File: src/hw/rtl/wsfd_pkg.sv
package wsfd_pkg;

  // widest payload length held by default (full 64-bit extended length)
  localparam int DEFAULT_LEN_BITS = 64;

  // header byte fields
  localparam logic [7:0] RSV_MASK    = 8'h70;
  localparam logic [7:0] LEN7_MASK   = 8'h7F;
  localparam logic [6:0] LEN7_MAX    = 7'd125;
  localparam logic [6:0] LEN7_EXT16  = 7'd126;
  localparam logic [6:0] LEN7_EXT64  = 7'd127;

  // header byte counts still to come
  localparam logic [3:0] EXT16_BYTES = 4'd2;
  localparam logic [3:0] EXT64_BYTES = 4'd8;
  localparam logic [3:0] KEY_BYTES   = 4'd4;

  // one result beat
  typedef struct packed {
    logic [7:0] payload;
    logic       has;
    logic       last;
    logic [3:0] opcode;
    logic       fin;
    logic       err;
  } res_t;

endpackage

File: src/hw/rtl/websocket_frame_deframer.sv
// Channel  Direction  Handshake           Beat contents
// in       sink       in_valid/in_ready   in_byte, resync
// out      source     out_valid/out_ready payload_byte, has_byte, frame_end,
//                                         frame_opcode, fin_flag, frame_error
//
// One input byte per cycle, sustained while the skid stage is empty. Parsing is
// a single pass of logic between the parser state and the result register.
// A skid stage behind the result register takes the result instead while the
// sink stalls, keeping input open for one extra beat; in_ready drops only when
// both hold a beat. Reset (rst, synchronous) returns the parser to the first
// header byte and empties both result stages.
module websocket_frame_deframer #(
  parameter int LEN_BITS = wsfd_pkg::DEFAULT_LEN_BITS
) (
  input  logic       clk,
  input  logic       rst,
  input  logic       in_valid,
  output logic       in_ready,
  input  logic [7:0] in_byte,
  input  logic       resync,
  output logic       out_valid,
  input  logic       out_ready,
  output logic [7:0] payload_byte,
  output logic       has_byte,
  output logic       frame_end,
  output logic [3:0] frame_opcode,
  output logic       fin_flag,
  output logic       frame_error
);

  // parser phases
  localparam logic [2:0] PH_HDR1 = 3'd0;
  localparam logic [2:0] PH_HDR2 = 3'd1;
  localparam logic [2:0] PH_EXT  = 3'd2;
  localparam logic [2:0] PH_KEY  = 3'd3;
  localparam logic [2:0] PH_DATA = 3'd4;
  localparam logic [2:0] PH_ERR  = 3'd5;

  // parser state
  logic [2:0]          phase, phase_next;
  logic [3:0]          hdr_cnt, hdr_cnt_next;
  logic [LEN_BITS-1:0] rem_len, rem_len_next;
  logic                len_ovf, len_ovf_next;    // bits shifted past LEN_BITS
  logic [31:0]         mask_key, mask_key_next;
  logic                is_masked, is_masked_next;
  logic [1:0]          key_index, key_index_next;
  logic [3:0]          held_opcode, held_opcode_next;
  logic                held_fin, held_fin_next;

  // result stages
  wsfd_pkg::res_t res, out_q, skid_q;
  logic           emit;
  logic           skid_valid;

  // working signals
  logic [2:0]          ph;
  logic [6:0]          len7;
  logic [3:0]          cnt_dec;
  logic [LEN_BITS-1:0] rem_shift;
  logic                ovf_shift;
  logic [7:0]          key_byte;
  logic                accept;
  logic                out_free;

  assign accept   = in_valid && in_ready;
  assign in_ready = !skid_valid;
  assign out_free = !out_valid || out_ready;

  assign len7      = in_byte[6:0] & wsfd_pkg::LEN7_MASK[6:0];
  assign cnt_dec   = hdr_cnt - 4'd1;
  assign rem_shift = {rem_len[LEN_BITS-9:0], in_byte};
  assign ovf_shift = len_ovf || (|rem_len[LEN_BITS-1 -: 8]);

  always_comb begin
    unique case (key_index)
      2'd0: key_byte = mask_key[31:24];
      2'd1: key_byte = mask_key[23:16];
      2'd2: key_byte = mask_key[15:8];
      2'd3: key_byte = mask_key[7:0];
    endcase
  end

  always_comb begin
    ph               = resync ? PH_HDR1 : phase;
    phase_next       = phase;
    hdr_cnt_next     = hdr_cnt;
    rem_len_next     = rem_len;
    len_ovf_next     = len_ovf;
    mask_key_next    = mask_key;
    is_masked_next   = is_masked;
    key_index_next   = key_index;
    held_opcode_next = held_opcode;
    held_fin_next    = held_fin;
    emit             = 1'b0;
    res              = '0;

    unique case (ph)
      PH_ERR: begin
        // halted until resync
      end
      PH_HDR2: begin
        is_masked_next = in_byte[7];
        len_ovf_next   = 1'b0;
        if (len7 <= wsfd_pkg::LEN7_MAX) begin
          rem_len_next = LEN_BITS'(len7);
          if (in_byte[7]) begin
            hdr_cnt_next  = wsfd_pkg::KEY_BYTES;
            mask_key_next = '0;
            phase_next    = PH_KEY;
          end else begin
            key_index_next = 2'd0;
            if (len7 == 7'd0) begin
              phase_next = PH_HDR1;
              emit       = 1'b1;
              res.last   = 1'b1;
            end else begin
              phase_next = PH_DATA;
            end
          end
        end else begin
          rem_len_next = '0;
          hdr_cnt_next = (len7 == wsfd_pkg::LEN7_EXT16) ? wsfd_pkg::EXT16_BYTES
                                                        : wsfd_pkg::EXT64_BYTES;
          phase_next   = PH_EXT;
        end
      end
      PH_EXT: begin
        rem_len_next = rem_shift;
        len_ovf_next = ovf_shift;
        hdr_cnt_next = cnt_dec;
        if (cnt_dec == 4'd0) begin
          if (ovf_shift) begin
            phase_next = PH_ERR;
            emit       = 1'b1;
            res.err    = 1'b1;
          end else if (is_masked) begin
            hdr_cnt_next  = wsfd_pkg::KEY_BYTES;
            mask_key_next = '0;
            phase_next    = PH_KEY;
          end else begin
            key_index_next = 2'd0;
            if (rem_shift == '0) begin
              phase_next = PH_HDR1;
              emit       = 1'b1;
              res.last   = 1'b1;
            end else begin
              phase_next = PH_DATA;
            end
          end
        end
      end
      PH_KEY: begin
        mask_key_next = {mask_key[23:0], in_byte};
        hdr_cnt_next  = cnt_dec;
        if (cnt_dec == 4'd0) begin
          key_index_next = 2'd0;
          if (rem_len == '0) begin
            phase_next = PH_HDR1;
            emit       = 1'b1;
            res.last   = 1'b1;
          end else begin
            phase_next = PH_DATA;
          end
        end
      end
      PH_DATA: begin
        key_index_next = key_index + 2'd1;
        rem_len_next   = rem_len - LEN_BITS'(1);
        emit           = 1'b1;
        res.has        = 1'b1;
        res.payload    = is_masked ? (in_byte ^ key_byte) : in_byte;
        if (rem_len == LEN_BITS'(1)) begin
          res.last   = 1'b1;
          phase_next = PH_HDR1;
        end
      end
      default: begin
        // first header byte; unused codes land here too
        held_fin_next    = in_byte[7];
        held_opcode_next = in_byte[3:0];
        hdr_cnt_next     = '0;
        rem_len_next     = '0;
        key_index_next   = 2'd0;
        if ((in_byte & wsfd_pkg::RSV_MASK) != 8'h00) begin
          phase_next = PH_ERR;
          emit       = 1'b1;
          res.err    = 1'b1;
        end else begin
          phase_next = PH_HDR2;
        end
      end
    endcase

    res.opcode = held_opcode_next;
    res.fin    = held_fin_next;
  end

  // parser state update, one byte per accepted beat
  always_ff @(posedge clk) begin
    if (rst) begin
      phase       <= PH_HDR1;
      hdr_cnt     <= '0;
      rem_len     <= '0;
      len_ovf     <= 1'b0;
      mask_key    <= '0;
      is_masked   <= 1'b0;
      key_index   <= 2'd0;
      held_opcode <= '0;
      held_fin    <= 1'b0;
    end else if (accept) begin
      phase       <= phase_next;
      hdr_cnt     <= hdr_cnt_next;
      rem_len     <= rem_len_next;
      len_ovf     <= len_ovf_next;
      mask_key    <= mask_key_next;
      is_masked   <= is_masked_next;
      key_index   <= key_index_next;
      held_opcode <= held_opcode_next;
      held_fin    <= held_fin_next;
    end
  end

  // result register with skid stage; skid only fills while out is stalled
  always_ff @(posedge clk) begin
    if (rst) begin
      out_valid  <= 1'b0;
      skid_valid <= 1'b0;
    end else if (out_free) begin
      if (skid_valid) begin
        out_q      <= skid_q;
        out_valid  <= 1'b1;
        skid_valid <= 1'b0;
      end else if (accept && emit) begin
        out_q     <= res;
        out_valid <= 1'b1;
      end else begin
        out_valid <= 1'b0;
      end
    end else if (accept && emit) begin
      skid_q     <= res;
      skid_valid <= 1'b1;
    end
  end

  assign payload_byte = out_q.payload;
  assign has_byte     = out_q.has;
  assign frame_end    = out_q.last;
  assign frame_opcode = out_q.opcode;
  assign fin_flag     = out_q.fin;
  assign frame_error  = out_q.err;

endmodule

File: config.mk
export PLATFORM = sky130hd
export DESIGN_NAME = websocket_frame_deframer
export DESIGN_NICKNAME = d
export VERILOG_FILES = /design/src/hw/rtl/wsfd_pkg.sv /design/src/hw/rtl/websocket_frame_deframer.sv
export SDC_FILE = /design/constraint.sdc
export NUM_CORES = 1
export LEC_CHECK = 0
export BUFFER_PORTS_ARGS = -buffer_cell sky130_fd_sc_hd__buf_4
export CORE_ASPECT_RATIO = 0.8
export CORE_UTILIZATION = 40
export CTS_CLUSTER_SIZE = 8
export DETAILED_ROUTE_END_ITERATION = 10
export PLACE_DENSITY_LB_ADDON = 0.2
export SLEW_MARGIN = 5
export SYNTH_ARGS = -nofsm -noshare
export SYNTH_HDL_FRONTEND = slang
export SYNTH_SLANG_ARGS = --single-unit
File: constraint.sdc
create_clock -name clk -period 3.18 [get_ports clk]
set_clock_uncertainty 0.05 [all_clocks]
set_input_delay 0.159 -clock clk [delete_from_list [all_inputs] [get_ports clk]]
set_output_delay 0.159 -clock clk [all_outputs]
set_load 0.02 [all_outputs]
==> flow_summary_export.csv <==
group,metric,value,unit
worst_setup_path,r2r_cells,7,
sta,fin_crit,3.09,ns
clock_network,cts_resized,0,
worst_setup_path,worstReg2RegEnd,"fin_flag",
hold_path,min_path_cells,3,
power,ir_drop,0.000316,V
synth,synth_flop_cell,"dfxtp_1",
clock_network,clkLatencyLatePin,0.44,ns
detailed_routing,vias,7905,
detailed_routing,drtPass1Iterations,6,
cells_and_area,area_growth,17.6,%
synth,synth_fp_nets,1024,
global_routing,grt_pass1_vias,7129,
worst_setup_path,cp_data_required_time,3.28,ns
synth,synth_edf_count,32,
die,initial_core_util,41.0,%
die,ioPinCount,31,
sta,setup_viol,0,
sta,slew_violations,0,
synth,ys_async_sr_fraction,0,%
cells_and_area,diodes,0,
detailed_routing,drc,0,
worst_setup_path,critPathKind,"reg2reg",
hold_path,min_from,"in_byte[0]",
global_routing,grt_pass1_wl,39700,um
sta,rsz0062_at_grt,"no",
clock_network,clockRootBuffer,"clkbuf_16",
placement,place_congestion,0.923,
synth,synth.area.top_cells,"dfxtp_1 (28%), edfxtp_1 (12%), o21ai_0 (6.1%), a21oi_1 (5.4%), nand2_1 (5.2%)",
die,die_x,162,um
synth,synth_cells,1002,
cells_and_area,fill_cells,1953,
worst_setup_path,worstReg2RegStart,"rem_len[48]",
synth,yosysTopAreaCellShare,28.0,%
die,die_area,21000,um2
detailed_routing,ant_nets,0,
die,std_cell_rows,46,
cells_and_area,drive_gt1_share,15.7,%
global_routing,grt.overflow.total,0,
worst_setup_path,cp-start-kind,"flop",
global_routing,grt_max_degree,63,
power,p_leak,3.34,nW
synth,synth_warnings,0,
hold_path,hold_path_class,"in2reg",
detailed_routing,via_per_inst,5.98,
global_routing,track_usage,24.3,%
detailed_routing,wl,25000,um
synth,synth_area,8160,um2
die,fp.coreArea,19900,um2
sta,worst_pin_slew,0.853,ns
worst_setup_path,arrival,3.19,ns
synth,ys_seq_area_share,39.7,%
synth,avgSynthCellArea,8.15,um2
global_routing,antenna_found_initial,0,
hold_path,worst_hold_path.endpoint,"mask_key[0]",
synth,synth_cell_types,68,
cells_and_area,fin_area,9600,um2
clock_network,tritoncts,"built",
sta,fin_setup_tns,0,ns
detailed_routing,wl_per_cell,18.9,um
sta,period_share,97.2,%
clock_network,clkSlewWorstSetupHoldPaths,0.07,ns
sta,hold_violations,0,
detailed_routing,drt-initial-drc-count,744,
worst_setup_path,cp-end-kind,"flop",
placement,dpl-instance-area,8950,um2
die,die_h,130,um
flow_run,drv_cap,0,
clock_network,cts_made_buffers,17,
sta,max_clock_freq,323,MHz
cells_and_area,fin_nets,1066,
cells_and_area,final_core_util,48.2,%
placement,io_buffers,30,
placement,dp_hpwl,17100,um
worst_setup_path,r2r_setup_slack,0.09,ns
sta,slew_headroom,42.9,%
outcome,status,"completed",
power,p_per_area,520,nW/um2
clock_network,clockBufferDepth,2,
synth,synth-seq-cells,146,
clock_network,cts_sinks,146,
synth,synth_top_area_cell,"dfxtp_1",
clock_network,h-tree-depth,4,
worst_setup_path,path_max_fanout,16,
-- critical path, cell delays in order (launching register included) --
cell and delay, ns:
dfxtp_2 0.33, or4_1 0.56, or4_4 0.58, nor4b_4 0.37, a41oi_2 0.19, a31o_4 0.30
a211oi_4 0.25, buf_12 0.19
-- worst max-delay path by stage --
stage	to	from	slack, ns	depth (start not counted)
CTS	frame_opcode[1]	rem_len[48]	0.05	7
floorplan	fin_flag	rem_len[48]	-0.01	6
detailed placement	frame_opcode[1]	rem_len[48]	0.05	7
global placement	fin_flag	rem_len[48]	0.11	7
global route	frame_opcode[0]	rem_len[48]	0.004	7
finish	fin_flag	rem_len[48]	0.09	7
-- routing by layer --
layer | track usage (%) | routed length [um]
met1 | 36.6 | 12400
met2 | 34.8 | 10600
met3 | 4.83 | 1740
met4 | 6.38 | 235
met5 | 0 | 0
-- power breakdown --
group	total, mW	internal [mW]	switching (mW)
Combinational	0.972	0.367	0.605
Sequential	1.98	1.94	0.0427
Clock	2.04	1.11	0.921
-- state kept, by name (all words and copies together) (netlist names) --
name          flops
frame_error       1
is_masked         1
hdr_cnt           4
skid_valid        1
phase             3
fin_flag          1
rem_len          64
payload_byte      8
has_byte          1
frame_opcode      4
skid_q           16
len_ovf           1
held_opcode       4
held_fin          1
out_valid         1
frame_end         1
key_index         2
mask_key         32
-- synthesized netlist by cell type (11+ instances only) --
cell      count
nand2_1     112
or3_1        15
a22oi_1      11
nand2b_1     11
edfxtp_1     32
o31ai_1      11
dfxtp_1     114
mux2_2       11
nor3_1       42
xnor2_1      13
o21ai_0      99
and3_1       12
nand3_1      27
nor4_1       24
nor2_1       93
xor2_1       19
a21oi_1      88
inv_1        16
o22ai_1      14
clkbuf_1     63
-- stage by stage --
| stage | total power, mW | cells | setup slack, ns | hold WS (ns) |
|---|---|---|---|---|
| 2_1_floorplan | 2.66 | 1002 | -0.0103 | 0.249 |
| 3_3_place_gp | 2.97 | 1282 | 0.106 | 0.405 |
| 3_5_place_dp | 2.98 | 1282 | 0.0474 | 0.408 |
| 4_1_cts | 5.00 | 1321 | 0.0489 | 0.0216 |
| 5_1_grt | 5.16 | 1321 | 0.00381 | 0.00766 |
| 6_report | 4.99 | 1321 | 0.0878 | 0.0220 |
-- layout by cell type, fill, tap and decap left out, types with 9 or more instances in the layout --
master,count
nand2_1,111
dfxtp_1,111
o21ai_0,99
nor2_1,92
a21oi_1,87
buf_4,85
nor3_1,41
edfxtp_1,32
nand3_1,26
nor4_1,24
xor2_1,19
clkbuf_16,17
inv_1,16
or3_1,15
o22ai_1,14
xnor2_1,13
and3_1,12
mux2_2,11
nand2b_1,11
o31ai_1,11
a22oi_1,11
a32oi_1,10
nand4_1,9
a31oi_1,9
ha_1,9
-- logic make-up after synthesis --
logic type      synth area share (%)
compound gates                  23.7
mux                             2.13
flops                           39.7
simple gates                    25.3
fa+ha+maj                       1.38
xor+xnor                        3.43
buf+inv                         4.29
-- layout make-up --
type	instances	area [um2]	share of cell area, %
tap	264	330	3.44
sequential	146	3250	33.8
multi-input combinational	769	4630	48.2
timing repair buffer	94	748	7.79
clock buffer	17	425	4.43
inverter	16	60.1	0.625
clock inverter	15	160	1.67
-- what timing repair did --
action / CTS / global route
endpoints found under the setup margin: 0 / 16
hold endpoints to repair: 7 / 0
hold buffers: 7 / 0
buffers inserted: 0 / 0
Power figures use the tool's default switching activity.
